File: src/hw/rtl/esr_pkg.sv
// Package for the event subscription router.
// Holds the table entry type, the request and status codes and the response record.
// No dependencies.
package esr_pkg;

   localparam logic [1:0] FuncSubscribe   = 2'd0;
   localparam logic [1:0] FuncUnsubscribe = 2'd1;
   localparam logic [1:0] FuncNotify      = 2'd2;
   localparam logic [1:0] FuncClear       = 2'd3;

   localparam logic [2:0] StatusOk         = 3'd0;
   localparam logic [2:0] StatusAlready    = 3'd1;
   localparam logic [2:0] StatusBadDevice  = 3'd2;
   localparam logic [2:0] StatusFull       = 3'd3;
   localparam logic [2:0] StatusNoSubs     = 3'd4;
   localparam logic [2:0] StatusDelivery   = 3'd5;

   localparam int MaxOut      = 32;
   localparam int DelivWidth  = $clog2(MaxOut + 1);
   localparam int MaskWidth   = 16;

   typedef struct packed {
      logic [63:0] ev_key;
      logic [7:0]  subscriber;
      logic [7:0]  trigger;
   } entry_type;

   localparam int EntryWidth = $bits(entry_type);

   typedef struct packed {
      logic [2:0]  status;
      logic [7:0]  target_device;
      logic [63:0] ev_key;
      logic [63:0] event_count;
      logic [63:0] event_timestamp;
      logic        update_valid;
      logic [7:0]  update_device;
      logic        update_flag;
      logic        last;
   } rsp_type;

endpackage

File: src/hw/rtl/esr_ram.sv
// Generic simple dual-port RAM: one write port, one read port, registered read data.
// No dependencies.
module esr_ram #(
   parameter int WIDTH = 80,
   parameter int DEPTH = 32
) (
   input  logic                     clock,
   input  logic                     we,
   input  logic [$clog2(DEPTH)-1:0] waddr,
   input  logic [WIDTH-1:0]         wdata,
   input  logic                     re,
   input  logic [$clog2(DEPTH)-1:0] raddr,
   output logic [WIDTH-1:0]         rdata
);

   logic [WIDTH-1:0] mem_ff [DEPTH];
   logic [WIDTH-1:0] rdata_ff;

   always_ff @(posedge clock) begin
      if (we) begin
         mem_ff[waddr] <= wdata;
      end
      if (re) begin
         rdata_ff <= mem_ff[raddr];
      end
   end

   assign rdata = rdata_ff;

endmodule

File: src/hw/rtl/event_subscription_router_unit.sv
// Top level of the event subscription router.
// Depends on esr_pkg and esr_ram.
//
// A request is taken when start is high and busy is low. The routing table sits in one
// RAM read one entry per cycle, so a subscribe, unsubscribe or notify scans every live
// entry before the next request is taken. An unsubscribe that removes an entry below
// the top of the table then compacts the table through the same RAM port. Clear and a
// subscribe naming an absent device answer without a table scan. Each response is
// shown for one cycle on rsp_strobe and must be taken then; notify deliveries stream
// out during the table scan, at most one per cycle, with rsp_last on the final one.
// No clearing pass follows reset.
module event_subscription_router_unit #(
   parameter int TABLE_DEPTH = 32,
   parameter int NUM_DEVICES = 16
) (
   input  logic               clock,
   input  logic               reset,
   input  logic               start,
   output logic               busy,
   input  logic [1:0]         req_func,
   input  logic signed [63:0] req_event_id,
   input  logic [7:0]         req_trigger_device,
   input  logic [7:0]         req_subscriber_device,
   input  logic signed [63:0] req_event_count,
   input  logic signed [63:0] req_event_timestamp,
   output logic               rsp_strobe,
   output logic [2:0]         rsp_status,
   output logic [7:0]         rsp_target_device,
   output logic signed [63:0] rsp_out_event_id,
   output logic signed [63:0] rsp_out_event_count,
   output logic signed [63:0] rsp_out_event_timestamp,
   output logic               rsp_update_valid,
   output logic [7:0]         rsp_update_device,
   output logic               rsp_update_flag,
   output logic               rsp_last,
   input  logic               csr_we,
   input  logic [15:0]        csr_wdata
);

   localparam int AW = $clog2(TABLE_DEPTH);
   localparam int CW = $clog2(TABLE_DEPTH + 1);
   localparam int DW = esr_pkg::DelivWidth;

   localparam logic [1:0] StIdle  = 2'd0;
   localparam logic [1:0] StScan  = 2'd1;
   localparam logic [1:0] StShift = 2'd2;

   function automatic esr_pkg::rsp_type mk_rsp(
      input logic [2:0]  status,
      input logic [7:0]  target,
      input logic [63:0] id,
      input logic [63:0] cnt,
      input logic [63:0] ts,
      input logic        uv,
      input logic [7:0]  ud,
      input logic        uf,
      input logic        lst
   );
      esr_pkg::rsp_type r;
      r.status          = status;
      r.target_device   = target;
      r.ev_key          = id;
      r.event_count     = cnt;
      r.event_timestamp = ts;
      r.update_valid    = uv;
      r.update_device   = ud;
      r.update_flag     = uf;
      r.last            = lst;
      return r;
   endfunction

   function automatic logic is_present(input logic [7:0] dev,
                                       input logic [esr_pkg::MaskWidth-1:0] mask);
      logic ok;
      ok = (32'(dev) < NUM_DEVICES) && (32'(dev) < esr_pkg::MaskWidth);
      return ok && mask[dev[3:0]];
   endfunction

   logic [1:0]              state_ff, state_in;
   logic [15:0]             csr_ff;
   logic [CW-1:0]           total_ff, total_in;
   logic [CW-1:0]           issue_ff, issue_in;
   logic                    rd_valid_ff, rd_valid_in;
   logic [AW-1:0]           rd_idx_ff, rd_idx_in;
   logic [1:0]              func_ff, func_in;
   logic [63:0]             ev_ff, ev_in;
   logic [7:0]              trig_ff, trig_in;
   logic [7:0]              sub_ff, sub_in;
   logic [63:0]             cnt_ff, cnt_in;
   logic [63:0]             ts_ff, ts_in;
   logic                    match_ff, match_in;
   logic [1:0]              live_ff, live_in;
   logic                    hit_ff, hit_in;
   logic [AW-1:0]           hit_idx_ff, hit_idx_in;
   logic [7:0]              td_ff, td_in;
   logic                    pend_valid_ff, pend_valid_in;
   logic [7:0]              pend_sub_ff, pend_sub_in;
   logic [DW-1:0]           deliv_ff, deliv_in;
   logic                    rsp_valid_ff, rsp_valid_in;
   esr_pkg::rsp_type        rsp_ff, rsp_in;

   logic                    ram_we;
   logic [AW-1:0]           ram_waddr;
   esr_pkg::entry_type      ram_wentry;
   logic                    ram_re;
   logic [AW-1:0]           ram_raddr;
   logic [esr_pkg::EntryWidth-1:0] ram_rdata;
   esr_pkg::entry_type      rd_entry;
   logic                    issuing;
   logic                    draining;
   logic                    hit_e;
   logic                    hit_s;

   esr_ram #(
      .WIDTH(esr_pkg::EntryWidth),
      .DEPTH(TABLE_DEPTH)
   ) u_table (
      .clock(clock),
      .we   (ram_we),
      .waddr(ram_waddr),
      .wdata(ram_wentry),
      .re   (ram_re),
      .raddr(ram_raddr),
      .rdata(ram_rdata)
   );

   assign rd_entry = esr_pkg::entry_type'(ram_rdata);
   assign hit_e    = (rd_entry.ev_key == ev_ff);
   assign hit_s    = (rd_entry.subscriber == sub_ff);
   assign issuing  = ((state_ff == StScan) || (state_ff == StShift)) && (issue_ff < total_ff);
   assign draining = !issuing && !rd_valid_ff;

   always_comb begin
      state_in      = state_ff;
      total_in      = total_ff;
      issue_in      = issue_ff;
      rd_valid_in   = 1'b0;
      rd_idx_in     = rd_idx_ff;
      func_in       = func_ff;
      ev_in         = ev_ff;
      trig_in       = trig_ff;
      sub_in        = sub_ff;
      cnt_in        = cnt_ff;
      ts_in         = ts_ff;
      match_in      = match_ff;
      live_in       = live_ff;
      hit_in        = hit_ff;
      hit_idx_in    = hit_idx_ff;
      td_in         = td_ff;
      pend_valid_in = pend_valid_ff;
      pend_sub_in   = pend_sub_ff;
      deliv_in      = deliv_ff;
      rsp_valid_in  = 1'b0;
      rsp_in        = rsp_ff;
      ram_we        = 1'b0;
      ram_waddr     = rd_idx_ff - 1'b1;
      ram_wentry    = rd_entry;
      ram_re        = 1'b0;
      ram_raddr     = issue_ff[AW-1:0];

      if (issuing) begin
         ram_re      = 1'b1;
         rd_valid_in = 1'b1;
         rd_idx_in   = issue_ff[AW-1:0];
         issue_in    = issue_ff + 1'b1;
      end

      case (state_ff)
         StIdle: begin
            if (start) begin
               func_in       = req_func;
               ev_in         = req_event_id;
               trig_in       = req_trigger_device;
               sub_in        = req_subscriber_device;
               cnt_in        = req_event_count;
               ts_in         = req_event_timestamp;
               match_in      = 1'b0;
               live_in       = 2'd0;
               hit_in        = 1'b0;
               pend_valid_in = 1'b0;
               deliv_in      = '0;
               issue_in      = '0;
               case (req_func)
                  esr_pkg::FuncSubscribe: begin
                     if (!is_present(req_trigger_device, csr_ff) ||
                         !is_present(req_subscriber_device, csr_ff)) begin
                        rsp_valid_in = 1'b1;
                        rsp_in = mk_rsp(esr_pkg::StatusBadDevice, 8'd0, req_event_id,
                                        64'd0, 64'd0, 1'b0, 8'd0, 1'b0, 1'b1);
                     end else begin
                        state_in = StScan;
                     end
                  end
                  esr_pkg::FuncUnsubscribe, esr_pkg::FuncNotify: begin
                     state_in = StScan;
                  end
                  default: begin
                     total_in     = '0;
                     rsp_valid_in = 1'b1;
                     rsp_in = mk_rsp(esr_pkg::StatusOk, 8'd0, req_event_id,
                                     64'd0, 64'd0, 1'b0, 8'd0, 1'b0, 1'b1);
                  end
               endcase
            end
         end
         StScan: begin
            if (rd_valid_ff) begin
               case (func_ff)
                  esr_pkg::FuncSubscribe: begin
                     if (hit_e && hit_s) begin
                        match_in = 1'b1;
                     end
                  end
                  esr_pkg::FuncUnsubscribe: begin
                     if (hit_e) begin
                        live_in = (live_ff == 2'd2) ? 2'd2 : live_ff + 2'd1;
                        if (!hit_ff && hit_s) begin
                           hit_in     = 1'b1;
                           hit_idx_in = rd_idx_ff;
                           td_in      = rd_entry.trigger;
                        end
                     end
                  end
                  esr_pkg::FuncNotify: begin
                     if (hit_e && (deliv_ff < DW'(esr_pkg::MaxOut))) begin
                        if (pend_valid_ff) begin
                           rsp_valid_in = 1'b1;
                           rsp_in = mk_rsp(esr_pkg::StatusDelivery, pend_sub_ff, ev_ff,
                                           cnt_ff, ts_ff, 1'b0, 8'd0, 1'b0, 1'b0);
                        end
                        pend_valid_in = 1'b1;
                        pend_sub_in   = rd_entry.subscriber;
                        deliv_in      = deliv_ff + 1'b1;
                     end
                  end
                  default: begin
                  end
               endcase
            end else if (draining) begin
               state_in     = StIdle;
               rsp_valid_in = 1'b1;
               case (func_ff)
                  esr_pkg::FuncSubscribe: begin
                     if (match_ff) begin
                        rsp_in = mk_rsp(esr_pkg::StatusAlready, 8'd0, ev_ff,
                                        64'd0, 64'd0, 1'b0, 8'd0, 1'b0, 1'b1);
                     end else if (total_ff == CW'(TABLE_DEPTH)) begin
                        rsp_in = mk_rsp(esr_pkg::StatusFull, 8'd0, ev_ff,
                                        64'd0, 64'd0, 1'b0, 8'd0, 1'b0, 1'b1);
                     end else begin
                        ram_we                = 1'b1;
                        ram_waddr             = total_ff[AW-1:0];
                        ram_wentry.ev_key     = ev_ff;
                        ram_wentry.subscriber = sub_ff;
                        ram_wentry.trigger    = trig_ff;
                        total_in              = total_ff + 1'b1;
                        rsp_in = mk_rsp(esr_pkg::StatusOk, 8'd0, ev_ff,
                                        64'd0, 64'd0, 1'b1, trig_ff, 1'b1, 1'b1);
                     end
                  end
                  esr_pkg::FuncUnsubscribe: begin
                     if (live_ff == 2'd0) begin
                        rsp_in = mk_rsp(esr_pkg::StatusNoSubs, 8'd0, ev_ff,
                                        64'd0, 64'd0, 1'b0, 8'd0, 1'b0, 1'b1);
                     end else if (!hit_ff) begin
                        rsp_in = mk_rsp(esr_pkg::StatusOk, 8'd0, ev_ff,
                                        64'd0, 64'd0, 1'b0, 8'd0, 1'b0, 1'b1);
                     end else if ((CW'(hit_idx_ff) + 1'b1) < total_ff) begin
                        rsp_valid_in = 1'b0;
                        state_in     = StShift;
                        issue_in     = CW'(hit_idx_ff) + 1'b1;
                     end else begin
                        total_in = total_ff - 1'b1;
                        rsp_in = mk_rsp(esr_pkg::StatusOk, 8'd0, ev_ff, 64'd0, 64'd0,
                                        live_ff == 2'd1, (live_ff == 2'd1) ? td_ff : 8'd0,
                                        1'b0, 1'b1);
                     end
                  end
                  default: begin
                     if (pend_valid_ff) begin
                        rsp_in = mk_rsp(esr_pkg::StatusDelivery, pend_sub_ff, ev_ff,
                                        cnt_ff, ts_ff, 1'b0, 8'd0, 1'b0, 1'b1);
                     end else begin
                        rsp_in = mk_rsp(esr_pkg::StatusNoSubs, 8'd0, ev_ff,
                                        cnt_ff, ts_ff, 1'b0, 8'd0, 1'b0, 1'b1);
                     end
                  end
               endcase
            end
         end
         StShift: begin
            if (rd_valid_ff) begin
               ram_we = 1'b1;
            end else if (draining) begin
               state_in     = StIdle;
               total_in     = total_ff - 1'b1;
               rsp_valid_in = 1'b1;
               rsp_in = mk_rsp(esr_pkg::StatusOk, 8'd0, ev_ff, 64'd0, 64'd0,
                               live_ff == 2'd1, (live_ff == 2'd1) ? td_ff : 8'd0,
                               1'b0, 1'b1);
            end
         end
         default: begin
            state_in = StIdle;
         end
      endcase
   end

   always_ff @(posedge clock) begin
      if (reset) begin
         state_ff     <= StIdle;
         csr_ff       <= 16'hFFFF;
         total_ff     <= '0;
         rd_valid_ff  <= 1'b0;
         rsp_valid_ff <= 1'b0;
      end else begin
         state_ff     <= state_in;
         total_ff     <= total_in;
         rd_valid_ff  <= rd_valid_in;
         rsp_valid_ff <= rsp_valid_in;
         if (csr_we) begin
            csr_ff <= csr_wdata;
         end
      end
   end

   always_ff @(posedge clock) begin
      issue_ff      <= issue_in;
      rd_idx_ff     <= rd_idx_in;
      func_ff       <= func_in;
      ev_ff         <= ev_in;
      trig_ff       <= trig_in;
      sub_ff        <= sub_in;
      cnt_ff        <= cnt_in;
      ts_ff         <= ts_in;
      match_ff      <= match_in;
      live_ff       <= live_in;
      hit_ff        <= hit_in;
      hit_idx_ff    <= hit_idx_in;
      td_ff         <= td_in;
      pend_valid_ff <= pend_valid_in;
      pend_sub_ff   <= pend_sub_in;
      deliv_ff      <= deliv_in;
      rsp_ff        <= rsp_in;
   end

   assign busy                    = (state_ff != StIdle);
   assign rsp_strobe              = rsp_valid_ff;
   assign rsp_status              = rsp_ff.status;
   assign rsp_target_device       = rsp_ff.target_device;
   assign rsp_out_event_id        = rsp_ff.ev_key;
   assign rsp_out_event_count     = rsp_ff.event_count;
   assign rsp_out_event_timestamp = rsp_ff.event_timestamp;
   assign rsp_update_valid        = rsp_ff.update_valid;
   assign rsp_update_device       = rsp_ff.update_device;
   assign rsp_update_flag         = rsp_ff.update_flag;
   assign rsp_last                = rsp_ff.last;

endmodule
File: config.mk
export PLATFORM = sky130hd
export DESIGN_NAME = event_subscription_router_unit
export DESIGN_NICKNAME = d
export VERILOG_FILES = /design/src/hw/rtl/esr_pkg.sv /design/src/hw/rtl/esr_ram.sv /design/src/hw/rtl/event_subscription_router_unit.sv
export SDC_FILE = /design/constraint.sdc
export NUM_CORES = 2
export LEC_CHECK = 0
export BUFFER_PORTS_ARGS = -buffer_cell sky130_fd_sc_hd__buf_2
export CAP_MARGIN = 20
export CELL_PAD_IN_SITES_DETAIL_PLACEMENT = 0
export CELL_PAD_IN_SITES_GLOBAL_PLACEMENT = 1
export CORE_MARGIN = 2
export CORE_UTILIZATION = 45
export CTS_CLUSTER_DIAMETER = 100
export CTS_CLUSTER_SIZE = 25
export DETAILED_ROUTE_END_ITERATION = 8
export MAX_ROUTING_LAYER = met4
export PLACE_DENSITY_LB_ADDON = 0.1
export SLEW_MARGIN = 5
export SYNTH_ARGS = -nofsm -noshare
export SYNTH_HDL_FRONTEND = slang
export SYNTH_HIERARCHICAL = 1
export SYNTH_SLANG_ARGS = --single-unit
File: constraint.sdc
create_clock -name clock -period 62 [get_ports clock]
set_input_delay 12.4 -clock clock [delete_from_list [all_inputs] [get_ports clock]]
set_output_delay 12.4 -clock clock [all_outputs]
set_load 0.01 [all_outputs]
[After elaboration in Yosys (flattened, before gate mapping)]
Memory sizes are Yosys's and may differ from the RTL's. A register that Yosys moved wholly into a read port is not among the register bits.
Cells that the tools add are included.
Word-level totals
  flip-flop bits (word level): 493
  bits in writable memories: 2560
  input port bits: 230
  output and inout port bits: 216
  memories: 1
Cells by class
  add/subtract/negate cells: 7
  $lt $le $gt $ge: 7
  eq/ne operators: 40
  multiplexer cells: 119
  reductions and logical operators: 33
Memory list
  u_table.mem_ff: depth 32, width 80, rd ports 1, clocked after memory_dff 1, wr ports 1, line esr_ram.sv:16  | logic [WIDTH-1:0] mem_ff [DEPTH];
Operator list (number)
  214-bit 2-to-1 mux: 12
  214-bit one-hot mux with 2 select lines: 2
  214-bit one-hot mux with 3 select lines: 1
  80-bit 2-to-1 mux: 6
  213-bit 2-to-1 mux: 2
  212-bit 2-to-1 mux: 1
  6-bit 2-to-1 mux: 23
  64-bit equality test: 1
  6-bit one-hot mux with 2 select lines: 3
  1-bit 2-to-1 mux: 35
  2-bit 2-to-1 mux: 15
  5-bit 2-to-1 mux: 6
  3-bit inequality test, second input constant: 9
  5-bit AND reduction: 4
  6-bit by 1-bit adder with 6-bit output, second input constant: 3
  2-bit inequality test, second input constant: 9
  6-bit one-hot mux with 3 select lines: 1
  8-bit by 5-bit < comparator with 1-bit output, second input constant: 2
  13-bit AND reduction: 1
  6-bit < comparator: 2
  2-bit by 1-bit inequality test with 1-bit output, second input constant: 6
  11-bit AND reduction: 1
  4-bit by 5-bit < comparator with 1-bit output, second input constant: 2
  1-bit one-hot mux with 2 select lines: 5
  other kinds (29): 54

[Longest topological paths before layout]
  word-level depth: 11
  gate-level depth with buffers: 16
  mapped depth without buffers: 12

[Cells and area by module]
Netlist, hierarchy kept.
Modules (own cells, without submodules)
  esr_ram: instances 1, cells each 4683, area an instance 99704.4 um^2, sequential area each 79276.0 um^2
  event_subscription_router_unit: instances 1, cells each 1250, area an instance 20195.6 um^2, sequential area each 14483.9 um^2

[Worst setup path before layout]
OpenSTA, ideal clock, no wires.
  kind: input -> register
  from: input port req_subscriber_device[1]
  to: register rsp_ff (netlist bit rsp_last), enable pin
  data arrival time: 27.843 ns
  path slack: 33.107 ns
  stages on the path: 7
  cells stage by stage: mux4_2 mux2i_1 mux2i_1 nand4_1 nor2_1 o31a_1 nor3_1
On the way
  cells in the longest elaborated chain, start to end: 7
  elaborated cells between the ends (all ways): 8
  classes of those cells: order compare: 1; eq/ne: 1; mux: 2; reduce/logical: 4
RTL lines
  start, declared: line event_subscription_router_unit.sv:23  | input logic [7:0] req_subscriber_device,
  1-bit binary-select mux with 4-bit select: line event_subscription_router_unit.sv:76  | return ok && mask[dev[3:0]];
  1-bit 2-to-1 mux (not written as such): line event_subscription_router_unit.sv:76
  1-bit logical AND (*): line event_subscription_router_unit.sv:76
  1-bit logical NOT (*): line event_subscription_router_unit.sv:186  | !is_present(req_subscriber_device, csr_ff)) begin
  1-bit logical OR (*): line event_subscription_router_unit.sv:185  | if (!is_present(req_trigger_device, csr_ff) ||
  3-bit inequality test (no line) (*)
  11-bit AND reduction (no line) (*)
  end signal, assigned: line event_subscription_router_unit.sv:344  | rsp_ff <= rsp_in;
  end, declared: line event_subscription_router_unit.sv:100  | esr_pkg::rsp_type rsp_ff, rsp_in;
Mark *: on every way between the ends. The rest lies on a longest branch, timed or not. The select of a mux whose other input is x is not followed.
A chain may end at the register's enable or synchronous reset.

[Final worst setup path]
  from: input port req_subscriber_device[0]
  to: register rsp_ff (netlist bit rsp_out_event_id[45]), enable pin
Same word-level chain as after synthesis.

==> flow_summary.json <==
{
  "grt_max_degree": 128,
  "worst_pin_slew_ns": 1.25,
  "syn_nets": 6189,
  "post-route-period-util_pct": 24.3,
  "fin_cells": 9938,
  "io_pins": 446,
  "ir_drop_mv": 0.0304,
  "hold_class": "reg2reg",
  "clk_latency_ns": 0.83,
  "max_freq_ghz": 0.0663,
  "power.density_nw_per_um2": 28.7,
  "synth_flop_cell": "edfxtp_1",
  "cts_buffers": 146,
  "track_usage_pct": 25.9,
  "cp.required_ns": 62.46,
  "die_area_sq_um": 271000,
  "fin_nets": 6623,
  "syn_avg_cell_area_sq_um": 20.2,
  "syn-instance-count": 5933,
  "cp-end-kind": "register",
  "r2r_cells": 12,
  "layout_setup_ws_ns": 46.92,
  "fin_tns_setup_ns": 0,
  "cts_buffer_depth": 3,
  "ant_nets": 0,
  "finalMaxSlewViolations": 0,
  "grt_pass1_vias": 58900,
  "portBuffers": 445,
  "dp_slack_ns": 46.01,
  "dp_hpwl_mm": 186,
  "htree_levels": 4,
  "synth_edf_count": 3101,
  "rows": 189,
  "utilization_pct": 49.3,
  "yosysWarnings": 6,
  "grt_overflow": 0,
  "core_sq_um": 265000,
  "seq_area_sq_um": 93800,
  "die_width_um": 520,
  "dp_cells": 9751,
  "ys_seq_area_share_pct": 78.2,
  "firstDrtPassIters": 7,
  "syn_area_sq_um": 120000,
  "skew_ns": 0.0421,
  "clock_sinks": 3133,
  "hold_viol": 0,
  "vias": 61200,
  "rsz0062_at_grt": "no",
  "antenna_found_initial": 25,
  "drv_cap": 0,
  "gp_congestion": 0.826,
  "clk_pin_slew_ns": 0.10,
  "drt_iter0_drc": 7291,
  "wire_per_inst_um": 34.8,
  "crit_type": "in2reg",
  "multi_input_area_sq_um": 24800,
  "status": "complete, no violations",
  "async_reset_ff_share_pct": 0,
  "via_per_inst": 6.16,
  "drt_wl_total_mm": 346,
  "ys_ff_latch": 3133,
  "die_y_um": 520,
  "setup_violations": 0,
  "fill_cells": 21600,
  "crit_path_max_fanout": 47,
  "slew_headroom_pct": 16.3,
  "p_leak_nw": 39.7,
  "cts_hold_buf": 0,
  "drive_above_1_share_pct": 19.7,
  "start_util_pct": 45.2,
  "arrival_ns": 15.54,
  "post_cts_buffers": 0,
  "whs_path_depth": 0,
  "synth_cell_types": 62,
  "drc_errors": 0,
  "cts_tree": "done",
  "root_buffer": "clkbuf_16",
  "layout_min_cycle_time_ns": 15.08,
  "ctsResizeCount": 0,
  "area_growth_pct": 9.05,
  "start_kind": "primary input",
  "grt_pass1_wl_mm": 475
}
==> state kept, by name, indices dropped and copies added (netlist names), 16 cells and up <==
register and flops:
ev_ff 64, rsp_out_event_timestamp 64, u_table/mem_ff 2560, ts_ff 64
csr_ff 16, rsp_out_event_count 64, rsp_out_event_id 64, u_table/rdata 80
cnt_ff 64
==> worst paths after layout <==
kind / end / slack (ns) / start
worst max-delay path: rsp_out_event_id[45] / 46.92 / req_subscriber_device[0]
worst min-delay path: td_ff[7] / 0.46 / u_table/rdata[7]
worst min register to register: td_ff[7] / 0.46 / u_table/rdata[7]
worst max register to register: u_table/mem_ff[2][63] / 54.56 / state_ff[0]
==> placed cells by master, fill, tap and decap left out, types with 5 or more instances in the layout <==
cell,n
nand2b_1,8
edfxtp_1,3101
o21ai_0,7
a22o_1,119
a22oi_1,424
nand3b_1,6
buf_4,143
clkbuf_16,151
mux2_2,68
diode_2,16
o22ai_1,9
inv_6,5
buf_2,445
mux2i_1,649
a211o_1,18
a31oi_1,49
inv_1,28
nor2b_1,26
xor2_1,65
mux2_4,12
a21oi_1,26
nand3_1,169
nor2_4,40
o31ai_1,5
nand4_1,63
mux4_2,328
nor3_1,11
nand2_1,30
dfxtp_1,27
nor2_1,28
nor2b_4,7
and2_1,150
ha_1,26
nor4_1,28
xnor2_1,24
buf_12,12
==> cell families (layout without fill, tap and decap cells) <==
group | after synthesis | in the layout | share of synthesized area, %
buffers and inverters | 348 | 804 | 1.44
DFF | 3133 | 3133 | 78.2
adders and majority gates | 26 | 26 | 0.271
AOI/OAI and AO/OA | 677 | 677 | 4.28
other | 0 | 16 | 0
muxes | 1057 | 1057 | 12.4
and+or+nand+nor | 603 | 603 | 2.79
xor gates and xnor gates | 89 | 89 | 0.650
==> worst max-delay path, stage by stage <==
cell and delay [ns]:
buf_2 0.17, mux4_2 0.51, mux2i_1 0.15, mux2i_1 0.11, nand4_1 0.16, nor2_1 0.06, o31a_1 0.26, nor3_2 0.17
buf_4 0.53, buf_4 0.74
==> power breakdown <==
group | switching, mW | internal (mW) | total [mW]
Combinational | 0.175 | 0.0949 | 0.270
Sequential | 0.0233 | 2.37 | 2.40
Clock | 0.644 | 0.443 | 1.09
Total | 0.843 | 2.91 | 3.75
==> cells in the mapped netlist, types with 30 or more instances <==
cell | instances | share of area (%)
a22oi_1 | 424 | 2.7
buf_2 | 121 | 0.51
mux2i_1 | 649 | 5.4
and2_1 | 153 | 0.80
nor2b_1 | 35 | 0.18
nand2_1 | 30 | 0.094
edfxtp_1 | 3101 | 78
nand3_1 | 169 | 0.71
mux2_2 | 68 | 0.64
clkbuf_1 | 133 | 0.42
xor2_1 | 65 | 0.47
mux4_2 | 328 | 6.2
nor2_1 | 71 | 0.22
a22o_1 | 119 | 0.87
a31oi_1 | 49 | 0.26
nor4_1 | 30 | 0.16
nand4_1 | 63 | 0.33
dfxtp_1 | 32 | 0.53
==> area by class of cell <==
type | count | area share [%]
sequential | 3133 | 71.7
multi-input combinational | 2452 | 19.0
tap | 3533 | 3.38
clock buffer | 153 | 2.90
timing repair buffer | 603 | 2.76
clock inverter | 17 | 0.126
inverter | 31 | 0.100
antenna | 16 | 0.0306
==> stage by stage <==
| stage | hold slack (ns) | total power [mW] | area, sq um |
|---|---|---|---|
| 2_1_floorplan | 0.420 | 2.62 | 120000 |
| 3_3_place_gp | 0.440 | 2.72 | 127000 |
| 3_5_place_dp | 0.430 | 2.72 | 127000 |
| 4_1_cts | 0.455 | 3.79 | 131000 |
| 5_1_grt | 0.475 | 3.87 | 131000 |
| 6_report | 0.457 | 3.75 | 131000 |
==> layer usage <==
metal | part of all wire, % | wire, um | vias up | GRT usage (%)
met2 | 49 | 168000 | 2187 | 41.3
met4 | 1.9 | 6620 | 0 | 4.76
met3 | 6.2 | 21500 | 304 | 2.95
li1 | - | - | 25100 | -
met1 | 43 | 150000 | 33600 | 36.5
met5 | 0 | 0 | - | -
(Power assumes the default switching activity.)
